## src/hw/rtl/dtq_pkg.sv

```systemverilog
package dtq_pkg;

    // Default sizing
    localparam int NUM_TIMERS_DEF = 16;
    localparam int TIME_BITS_DEF  = 48;

    // Fixed field widths
    localparam int CMD_BITS   = 3;
    localparam int ID_BITS    = 4;
    localparam int DELAY_BITS = 32;
    localparam int NOW_BITS   = 48;
    localparam int WAIT_BITS  = 48;

    // At most this many timers fire on one tick
    localparam int RESULT_CAP = 16;
    localparam int NF_W       = $clog2(RESULT_CAP + 1);

    localparam logic [WAIT_BITS-1:0] WAIT_MAX = '1;

    // Command codes
    localparam logic [CMD_BITS-1:0] CMD_SETUP   = 3'd0;
    localparam logic [CMD_BITS-1:0] CMD_ACT     = 3'd1;
    localparam logic [CMD_BITS-1:0] CMD_ACT_DLY = 3'd2;
    localparam logic [CMD_BITS-1:0] CMD_CANCEL  = 3'd3;
    localparam logic [CMD_BITS-1:0] CMD_TICK    = 3'd4;

    typedef struct packed {
        logic [CMD_BITS-1:0]   cmd;
        logic [ID_BITS-1:0]    timer_id;
        logic [DELAY_BITS-1:0] delay;
        logic [NOW_BITS-1:0]   now;
    } t_in_word;

    typedef struct packed {
        logic                 fired_valid;
        logic [ID_BITS-1:0]   fired_id;
        logic                 last;
        logic [WAIT_BITS-1:0] next_wait;
    } t_out_word;

    // Scan unit control
    typedef struct packed {
        logic clr;    // start of a pass: drop accumulated results
        logic first;  // first pass of an item: also count due and track future min
    } t_scan_ctl;

    typedef enum logic [2:0] {
        S_IDLE,
        S_RD,
        S_ADD,
        S_WR,
        S_SCAN,
        S_WAIT,
        S_EMIT
    } t_state;

endpackage

```

## src/hw/rtl/dtq_scan.sv

```systemverilog
module dtq_scan #(
    parameter int NUM_TIMERS = dtq_pkg::NUM_TIMERS_DEF,
    parameter int TIME_BITS  = dtq_pkg::TIME_BITS_DEF
) (
    input  logic                            i_clk,
    input  logic                            i_rst_n,
    input  dtq_pkg::t_scan_ctl              i_ctl,
    input  logic                            i_elem_vld,
    input  logic [$clog2(NUM_TIMERS)-1:0]   i_elem_idx,
    input  logic                            i_elem_armed,
    input  logic [TIME_BITS-1:0]            i_elem_dl,
    input  logic [TIME_BITS-1:0]            i_now,
    output logic                            o_pick_found,
    output logic [$clog2(NUM_TIMERS)-1:0]   o_pick_id,
    output logic [$clog2(NUM_TIMERS+1)-1:0] o_due_cnt,
    output logic                            o_fut_found,
    output logic [TIME_BITS-1:0]            o_fut_min
);
    import dtq_pkg::*;

    localparam int IW = $clog2(NUM_TIMERS);
    localparam int CW = $clog2(NUM_TIMERS + 1);

    logic                 r_pk_found;
    logic [IW-1:0]        r_pk_id;
    logic [TIME_BITS-1:0] r_pk_dl;
    logic [CW-1:0]        r_due_cnt;
    logic                 r_fut_found;
    logic [TIME_BITS-1:0] r_fut_min;

    logic w_due;
    logic w_pick_upd;
    logic w_fut_upd;

    // Element classification
    assign w_due      = i_elem_vld && i_elem_armed && (i_elem_dl <= i_now);
    assign w_pick_upd = w_due && (!r_pk_found || (i_elem_dl < r_pk_dl));
    assign w_fut_upd  = i_ctl.first && i_elem_vld && i_elem_armed && !w_due &&
                        (!r_fut_found || (i_elem_dl < r_fut_min));

    // Earliest due timer; strict compare keeps the lower id on ties
    always_ff @(posedge i_clk) begin
        if (!i_rst_n || i_ctl.clr) begin
            r_pk_found <= 1'b0;
        end else if (w_pick_upd) begin
            r_pk_found <= 1'b1;
        end
        if (w_pick_upd) begin
            r_pk_id <= i_elem_idx;
            r_pk_dl <= i_elem_dl;
        end
    end

    // Due count and earliest future deadline, first pass only
    always_ff @(posedge i_clk) begin
        if (!i_rst_n || i_ctl.clr) begin
            r_due_cnt   <= '0;
            r_fut_found <= 1'b0;
        end else begin
            if (i_ctl.first && w_due) begin
                r_due_cnt <= r_due_cnt + CW'(1);
            end
            if (w_fut_upd) begin
                r_fut_found <= 1'b1;
            end
        end
        if (w_fut_upd) begin
            r_fut_min <= i_elem_dl;
        end
    end

    assign o_pick_found = r_pk_found;
    assign o_pick_id    = r_pk_id;
    assign o_due_cnt    = r_due_cnt;
    assign o_fut_found  = r_fut_found;
    assign o_fut_min    = r_fut_min;

endmodule

```

## src/hw/rtl/deadline_timer_queue.sv

```systemverilog
// Non-tick command: states read, add, write, scan, wait, emit; one result word per accepted
// word, and the next word is taken only after that result word is loaded.
// Tick firing k timers (k up to 16): k scans and k result words, each scan after the first
// following the previous word; a tick that fires nothing gives one word.
// One item in flight; the per-slot deadline scan sets the rate, output stalls add to it.
// Reset clears armed flags and default-delay valid bits; deadline memory stays undefined.
module deadline_timer_queue #(
    parameter int NUM_TIMERS = dtq_pkg::NUM_TIMERS_DEF,
    parameter int TIME_BITS  = dtq_pkg::TIME_BITS_DEF
) (
    input  logic               i_clk,
    input  logic               i_rst_n,
    input  logic               i_in_valid,
    output logic               o_in_ready,
    input  dtq_pkg::t_in_word  i_in_word,
    output logic               o_out_valid,
    input  logic               i_out_ready,
    output dtq_pkg::t_out_word o_out_word
);
    import dtq_pkg::*;

    localparam int IW = $clog2(NUM_TIMERS);
    localparam int CW = $clog2(NUM_TIMERS + 1);
    localparam int NW = (TIME_BITS < NOW_BITS) ? TIME_BITS : NOW_BITS;
    localparam int SW = ((TIME_BITS > DELAY_BITS) ? TIME_BITS : DELAY_BITS) + 1;
    localparam int WW = (TIME_BITS > WAIT_BITS) ? TIME_BITS : WAIT_BITS;
    localparam logic [TIME_BITS-1:0] TMAX = '1;

    t_state r_state, n_state;

    // Captured command
    logic [CMD_BITS-1:0]   r_cmd;
    logic [ID_BITS-1:0]    r_id;
    logic                  r_id_ok;
    logic [DELAY_BITS-1:0] r_delay;
    logic [TIME_BITS-1:0]  r_now;

    // Memories and flags
    logic [TIME_BITS-1:0]  r_dl_mem  [NUM_TIMERS];
    logic [DELAY_BITS-1:0] r_dly_mem [NUM_TIMERS];
    logic [TIME_BITS-1:0]  r_dl_rd;
    logic [DELAY_BITS-1:0] r_dly_rd;
    logic [NUM_TIMERS-1:0] r_armed;
    logic [NUM_TIMERS-1:0] r_dly_set;

    logic [TIME_BITS-1:0]  r_new_dl;

    // Scan sequencing
    logic [CW-1:0] r_cnt;
    logic          r_pv;
    logic [IW-1:0] r_pidx;
    logic          r_first;

    // Result sequencing
    logic [NF_W-1:0]      r_nfire;
    logic [NF_W-1:0]      r_fired;
    logic [WAIT_BITS-1:0] r_wait;
    logic                 r_out_vld;
    t_out_word            r_out;

    // Control
    logic          w_take;
    logic [IW-1:0] w_idx;
    logic [IW-1:0] w_rd_addr;
    logic          w_dl_re;
    logic          w_dly_re;
    logic          w_dl_we;
    logic          w_dly_we;
    logic          w_arm_set;
    logic          w_arm_clr;
    logic          w_scan_issue;
    logic          w_scan_done;
    logic          w_scan_start;
    t_scan_ctl     w_scan_ctl;
    logic          w_emit_ld;
    logic          w_fire;
    logic          w_last;
    logic [NF_W-1:0] w_fired_inc;
    logic          w_armed_cur;
    logic          w_push_later;
    logic [DELAY_BITS-1:0] w_dflt;
    logic [DELAY_BITS-1:0] w_add_src;
    logic [SW-1:0] w_sum;

    // Scan results
    logic                 w_pick_found;
    logic [IW-1:0]        w_pick_id;
    logic [CW-1:0]        w_due_cnt;
    logic                 w_fut_found;
    logic [TIME_BITS-1:0] w_fut_min;
    logic [TIME_BITS-1:0] w_diff;
    logic [WW-1:0]        w_diff_w;
    logic                 w_rem_due;

    assign w_take       = i_in_valid && o_in_ready;
    assign w_idx        = IW'(r_id);
    assign w_armed_cur  = r_armed[w_idx];
    assign w_scan_issue = (r_state == S_SCAN) && (r_cnt != CW'(NUM_TIMERS));
    assign w_scan_done  = (r_cnt == CW'(NUM_TIMERS)) && r_pv;
    assign w_fire       = (r_fired != r_nfire);
    assign w_fired_inc  = r_fired + NF_W'(1);
    assign w_last       = !w_fire || (w_fired_inc == r_nfire);
    assign w_emit_ld    = (r_state == S_EMIT) && (!r_out_vld || i_out_ready);

    // Next state
    always_comb begin
        n_state = r_state;
        unique case (r_state)
            S_IDLE: begin
                if (w_take) begin
                    n_state = (i_in_word.cmd == CMD_TICK) ? S_SCAN : S_RD;
                end
            end
            S_RD:   n_state = S_ADD;
            S_ADD:  n_state = S_WR;
            S_WR:   n_state = S_SCAN;
            S_SCAN: begin
                if (w_scan_done) begin
                    n_state = r_first ? S_WAIT : S_EMIT;
                end
            end
            S_WAIT: n_state = S_EMIT;
            S_EMIT: begin
                if (w_emit_ld) begin
                    n_state = w_last ? S_IDLE : S_SCAN;
                end
            end
            default: n_state = S_IDLE;
        endcase
    end

    // Control outputs
    always_comb begin
        w_dl_re   = 1'b0;
        w_dly_re  = 1'b0;
        w_rd_addr = w_idx;
        w_dl_we   = 1'b0;
        w_dly_we  = 1'b0;
        w_arm_set = 1'b0;
        w_arm_clr = 1'b0;
        unique case (r_state)
            S_RD: begin
                w_dl_re  = 1'b1;
                w_dly_re = 1'b1;
            end
            S_WR: begin
                if (r_id_ok) begin
                    unique case (r_cmd) inside
                        CMD_SETUP: w_dly_we = 1'b1;
                        CMD_ACT, CMD_ACT_DLY: begin
                            if (!w_armed_cur) begin
                                w_dl_we   = 1'b1;
                                w_arm_set = 1'b1;
                            end else if (w_push_later) begin
                                w_dl_we = 1'b1;
                            end
                        end
                        CMD_CANCEL: w_arm_clr = 1'b1;
                        default: ;
                    endcase
                end
            end
            S_SCAN: begin
                w_dl_re   = w_scan_issue;
                w_rd_addr = r_cnt[IW-1:0];
            end
            default: ;
        endcase
    end

    assign w_push_later = (r_cmd == CMD_ACT_DLY) && (r_new_dl > r_dl_rd);
    assign w_scan_start = (n_state == S_SCAN) && (r_state != S_SCAN);
    assign w_scan_ctl   = '{clr: w_scan_start, first: r_first};

    // State and control registers
    always_ff @(posedge i_clk) begin
        if (!i_rst_n) begin
            r_state   <= S_IDLE;
            r_cnt     <= '0;
            r_pv      <= 1'b0;
            r_first   <= 1'b0;
            r_fired   <= '0;
            r_nfire   <= '0;
            r_out_vld <= 1'b0;
        end else begin
            r_state <= n_state;
            if (w_scan_start) begin
                r_cnt <= '0;
                r_pv  <= 1'b0;
            end else begin
                if (w_scan_issue) begin
                    r_cnt <= r_cnt + CW'(1);
                end
                r_pv <= w_scan_issue;
            end
            if (w_take) begin
                r_first <= 1'b1;
                r_fired <= '0;
            end else if (r_state == S_WAIT) begin
                r_first <= 1'b0;
            end
            if (r_state == S_WAIT) begin
                if (r_cmd != CMD_TICK) begin
                    r_nfire <= '0;
                end else if (32'(w_due_cnt) > RESULT_CAP) begin
                    r_nfire <= NF_W'(RESULT_CAP);
                end else begin
                    r_nfire <= NF_W'(w_due_cnt);
                end
            end
            if (w_emit_ld && w_fire) begin
                r_fired <= w_fired_inc;
            end
            if (w_emit_ld) begin
                r_out_vld <= 1'b1;
            end else if (i_out_ready) begin
                r_out_vld <= 1'b0;
            end
        end
    end

    // Command capture
    always_ff @(posedge i_clk) begin
        if (w_take) begin
            r_cmd   <= i_in_word.cmd;
            r_id    <= i_in_word.timer_id;
            r_id_ok <= (32'(i_in_word.timer_id) < NUM_TIMERS);
            r_delay <= i_in_word.delay;
            r_now   <= TIME_BITS'(i_in_word.now[NW-1:0]);
        end
        if (w_scan_issue) begin
            r_pidx <= r_cnt[IW-1:0];
        end
    end

    // Deadline memory
    always_ff @(posedge i_clk) begin
        if (w_dl_we) begin
            r_dl_mem[w_idx] <= r_new_dl;
        end
        if (w_dl_re) begin
            r_dl_rd <= r_dl_mem[w_rd_addr];
        end
    end

    // Default delay memory
    always_ff @(posedge i_clk) begin
        if (w_dly_we) begin
            r_dly_mem[w_idx] <= r_delay;
        end
        if (w_dly_re) begin
            r_dly_rd <= r_dly_mem[w_idx];
        end
    end

    // Armed flags and default-delay valid bits
    always_ff @(posedge i_clk) begin
        if (!i_rst_n) begin
            r_armed   <= '0;
            r_dly_set <= '0;
        end else begin
            if (w_arm_set) begin
                r_armed[w_idx] <= 1'b1;
            end
            if (w_arm_clr) begin
                r_armed[w_idx] <= 1'b0;
            end
            if (w_emit_ld && w_fire) begin
                r_armed[w_pick_id] <= 1'b0;
            end
            if (w_dly_we) begin
                r_dly_set[w_idx] <= 1'b1;
            end
        end
    end

    // Saturating deadline: an armed push uses the command delay, else the default
    assign w_dflt    = r_dly_set[w_idx] ? r_dly_rd : '0;
    assign w_add_src = (w_armed_cur && (r_cmd == CMD_ACT_DLY)) ? r_delay : w_dflt;
    assign w_sum     = SW'(r_now) + SW'(w_add_src);

    always_ff @(posedge i_clk) begin
        if (r_state == S_ADD) begin
            r_new_dl <= (w_sum > SW'(TMAX)) ? TMAX : TIME_BITS'(w_sum);
        end
    end

    dtq_scan #(
        .NUM_TIMERS (NUM_TIMERS),
        .TIME_BITS  (TIME_BITS)
    ) u_scan (
        .i_clk        (i_clk),
        .i_rst_n      (i_rst_n),
        .i_ctl        (w_scan_ctl),
        .i_elem_vld   (r_pv),
        .i_elem_idx   (r_pidx),
        .i_elem_armed (r_armed[r_pidx]),
        .i_elem_dl    (r_dl_rd),
        .i_now        (r_now),
        .o_pick_found (w_pick_found),
        .o_pick_id    (w_pick_id),
        .o_due_cnt    (w_due_cnt),
        .o_fut_found  (w_fut_found),
        .o_fut_min    (w_fut_min)
    );

    // Wait to the earliest deadline left after the command
    assign w_diff    = w_fut_min - r_now;
    assign w_diff_w  = WW'(w_diff);
    assign w_rem_due = (r_cmd == CMD_TICK) ? (32'(w_due_cnt) > RESULT_CAP)
                                           : (w_due_cnt != '0);

    always_ff @(posedge i_clk) begin
        if (r_state == S_WAIT) begin
            if (w_rem_due || !w_fut_found) begin
                r_wait <= '0;
            end else if (w_diff_w > WW'(WAIT_MAX)) begin
                r_wait <= WAIT_MAX;
            end else begin
                r_wait <= w_diff_w[WAIT_BITS-1:0];
            end
        end
    end

    // Output word register
    always_ff @(posedge i_clk) begin
        if (w_emit_ld) begin
            r_out.fired_valid <= w_fire && w_pick_found;
            r_out.fired_id    <= w_fire ? ID_BITS'(w_pick_id) : '0;
            r_out.last        <= w_last;
            r_out.next_wait   <= r_wait;
        end
    end

    assign o_in_ready  = (r_state == S_IDLE);
    assign o_out_valid = r_out_vld;
    assign o_out_word  = r_out;

endmodule
```

## config.mk

```make
export PLATFORM = sky130hd
export DESIGN_NAME = deadline_timer_queue
export DESIGN_NICKNAME = d
export VERILOG_FILES = /design/src/hw/rtl/dtq_pkg.sv /design/src/hw/rtl/dtq_scan.sv /design/src/hw/rtl/deadline_timer_queue.sv
export SDC_FILE = /design/constraint.sdc
export NUM_CORES = 2
export LEC_CHECK = 0
export BUFFER_PORTS_ARGS = -buffer_cell sky130_fd_sc_hd__buf_2
export CORE_MARGIN = 2
export CORE_UTILIZATION = 45
export DETAILED_ROUTE_END_ITERATION = 16
export GPL_TIMING_DRIVEN = 0
export PLACE_DENSITY_LB_ADDON = 0.12
export SLEW_MARGIN = 20
export SYNTH_ARGS = -nofsm -noshare
export SYNTH_HDL_FRONTEND = slang
export SYNTH_HIERARCHICAL = 1
export SYNTH_SLANG_ARGS = --single-unit
export TNS_END_PERCENT = 50
```

## constraint.sdc

```tcl
create_clock -name i_clk -period 6.1 [get_ports i_clk]
set_clock_uncertainty 0.15 [all_clocks]
set_input_delay 1.83 -clock i_clk [delete_from_list [all_inputs] [get_ports i_clk]]
set_output_delay 1.83 -clock i_clk [all_outputs]
set_load 0.05 [all_outputs]
```

==> run metrics <==
Routed WL 202000 um; fmax 170 MHz; Placer Congestion 0.888; Slew @ Worst Pin 1.20 ns; io pins 147; Total GRT Usage 23.8%; final core utilization 52.5%; commonest non-fill, non-tap cell in the layout edfxtp_1; Die H 412 um; internal cell power 0.0208 W; Leakage 29.7 nW; Avg WL per Cell 28.0 um; Remaining DRCs 0; DPL Wire Length 140000 um; most frequent cells in the layout edfxtp_1, mux4_2, nand2_1; Core Box Area 165000 sq um; Worst Path Max Fanout 13; GRT overflow 0; Post-synth EDFFs 1701; MaxCap Viol Count 0; Initial Util 45.4%; ys async rst share 0%; Final Cell Area 86700 sq um; Req. time, crit path 6.51 ns; Final Hold Fails 0; WP data arrival 6.28 ns; Worst-path clk slew 0.06 ns; initial antenna violation count 7; Final WS setup 0.223 ns; CTS H-tree depth 4; antenna viol nets, final 0; vias in the first global route 41900; critical path launch point type flop; CTS buffer count 182; Top FF cell, synth edfxtp_1; CTS tree built; layout cells sized above 1 19.9%; Switching Fraction 24.3%; synthesis-to-finish area growth 15.6%; Clock Latency Late Sink 0.83 ns; clock network fraction of total power 39.5%; Max VDD drop 0.319 mV; Slew Viols, Final 0; pin count of the biggest net entering global routing 54; Hold Buf Count CTS 0; HP Class reg -> reg; first-pass GRT wire length 292000 um; slew margin rel. 20.3%; Synthesized Nets 4809; Post-Place Cell Area 80600 sq um; First-pass DRT Iterations 5; share of the yosys chip area belonging to registers 69.8%; Final Net Count 5225; Hold Slack 0.267 ns; Pwr per Cell Area 317 nW/um^2; clk root buf clkbuf_16; Comb power frac 9.3%; Starting DRT DRC Count 3989; Die Width 412 um; Reg power frac 51.2%; Synth Instances 4441; via count 41900; DR vias/cell 5.82; Rows 149; FF+latch count, synth 1761; Die ar. 170000 sq um; status finished, final reports clean; clock sinks 1761; Avg Inst Size Synth 16.9 sq um; final worst path period share 96.4%; final setup vio count 0; clock tree buffer depth 3; count of input and output buffers 146; Critical Path Sink Type flop; yosys warns 6; sw power 0.00666 W; synthesized area 74900 sq um; WS Path Type reg -> reg; setup slack after placement -1.75 ns; fin crit period 5.88 ns; Yosys cell types 85
-- synthesized netlist by cell type (all sizes together), types with 14 or more instances --
library cell | number | area (sq um)
edfxtp | 1701 | 51100
a21oi | 162 | 815
nand2b | 24 | 150
xnor2 | 37 | 324
mux2i | 17 | 170
o21a | 53 | 398
nand3 | 43 | 215
nor2 | 154 | 578
o21bai | 14 | 105
and2 | 71 | 444
a211oi | 78 | 591
mux4 | 367 | 8270
a21o | 82 | 616
o211ai | 15 | 123
a31oi | 79 | 494
nor2b | 18 | 113
a21boi | 15 | 116
xor2 | 27 | 236
clkbuf | 123 | 463
nand2 | 314 | 1180
ha | 275 | 3440
nand4 | 72 | 457
and3 | 19 | 119
nor3 | 40 | 216
buf | 53 | 258
o21ai | 134 | 671
dfxtp | 60 | 1200
inv | 267 | 1000
-- power groups by stage --
stage	registers [W]	clock network [W]	logic [W]
2_1_floorplan	0.0141	0	0.00171
3_3_place_gp	0.0143	0	0.00246
3_5_place_dp	0.0143	0	0.00254
4_1_cts	0.0141	0.0110	0.00255
5_1_grt	0.0141	0.0115	0.00276
6_report	0.0141	0.0108	0.00254
-- flip-flops by register name, summed over array words and instances, names as in the netlist, 5 cells and up --
signal / flops
o_out_word: 54
r_dl_mem: 768
r_cnt: 5
r_wait: 48
u_scan/r_pk_dl: 48
r_delay: 32
r_dly_set: 16
u_scan/o_fut_min: 48
r_armed: 16
r_dly_mem: 512
r_now: 48
r_fired: 5
r_nfire: 5
r_dly_rd: 32
r_new_dl: 48
u_scan/o_due_cnt: 5
r_dl_rd: 48
-- metrics by stage --
| stage | cells | power [W] | setup TNS (ns) |
|---|---|---|---|
| 2_1_floorplan | 4441 | 0.0158 | 0 |
| 3_3_place_gp | 6776 | 0.0168 | -2925.35 |
| 3_5_place_dp | 6860 | 0.0169 | -69.54 |
| 4_1_cts | 7194 | 0.0277 | 0 |
| 5_1_grt | 7195 | 0.0283 | -0.00287 |
| 6_report | 7197 | 0.0274 | 0 |
-- worst max-delay path, stage by stage (launching register included) --
cell and delay, ns:
edfxtp_1 0.36, buf_8 0.22, mux4_2 0.55, mux4_2 0.57, inv_1 0.13, nor3_2 0.05, buf_4 0.20, clkbuf_2 0.29
o21ai_0 0.82, ha_1 0.47, nand4_1 0.21, nand3b_1 0.15, a21oi_2 0.07, o41ai_4 0.59, a21oi_2 0.15, nand4_1 0.13
buf_6 0.18, buf_4 0.21, nand2_1 0.07
-- area by class of cell --
class	count	area [sq um]
fill	13400	78500
sequential	1761	52300
multi-input combinational	2237	21400
clock buffer	242	4830
tap	2189	2740
timing repair buffer	236	2700
inverter	267	1010
clock inverter	91	913
buffer	172	751
antenna	2	5.00
-- cell families after synthesis --
group           after synthesis  share of synthesized area [%]
buf+inv                     443                           2.30
flops                      1761                           69.8
xor+xnor                     64                          0.748
mux                         386                           11.3
compound gates              705                           6.15
simple gates                804                           5.10
fa+ha+maj                   278                           4.66
-- final timing paths --
path                          to  startpoint  slack (ns)  cells after the start
setup / recovery    r_new_dl[23]     r_id[0]        0.22                     18
hold / removal    o_out_word[13]  r_wait[13]        0.27                      0
setup reg to reg    r_new_dl[23]     r_id[0]        0.22                     18
hold reg to reg   o_out_word[13]  r_wait[13]        0.27                      0
-- per-layer routing --
layer,share of wire [%],global-route usage (%)
met1,43,33.4
met2,49,39.0
met3,5.6,3.56
met4,2.5,6.53
met5,0.013,0
-- what timing repair did --
action | CTS | global route
endpoints found under the setup margin | 48 | 48
setup buffers | 2 | 2
pin swaps | 3 | 6
gates resized for setup | 56 | 33
No activity file was read; power rests on OpenSTA's default activity.
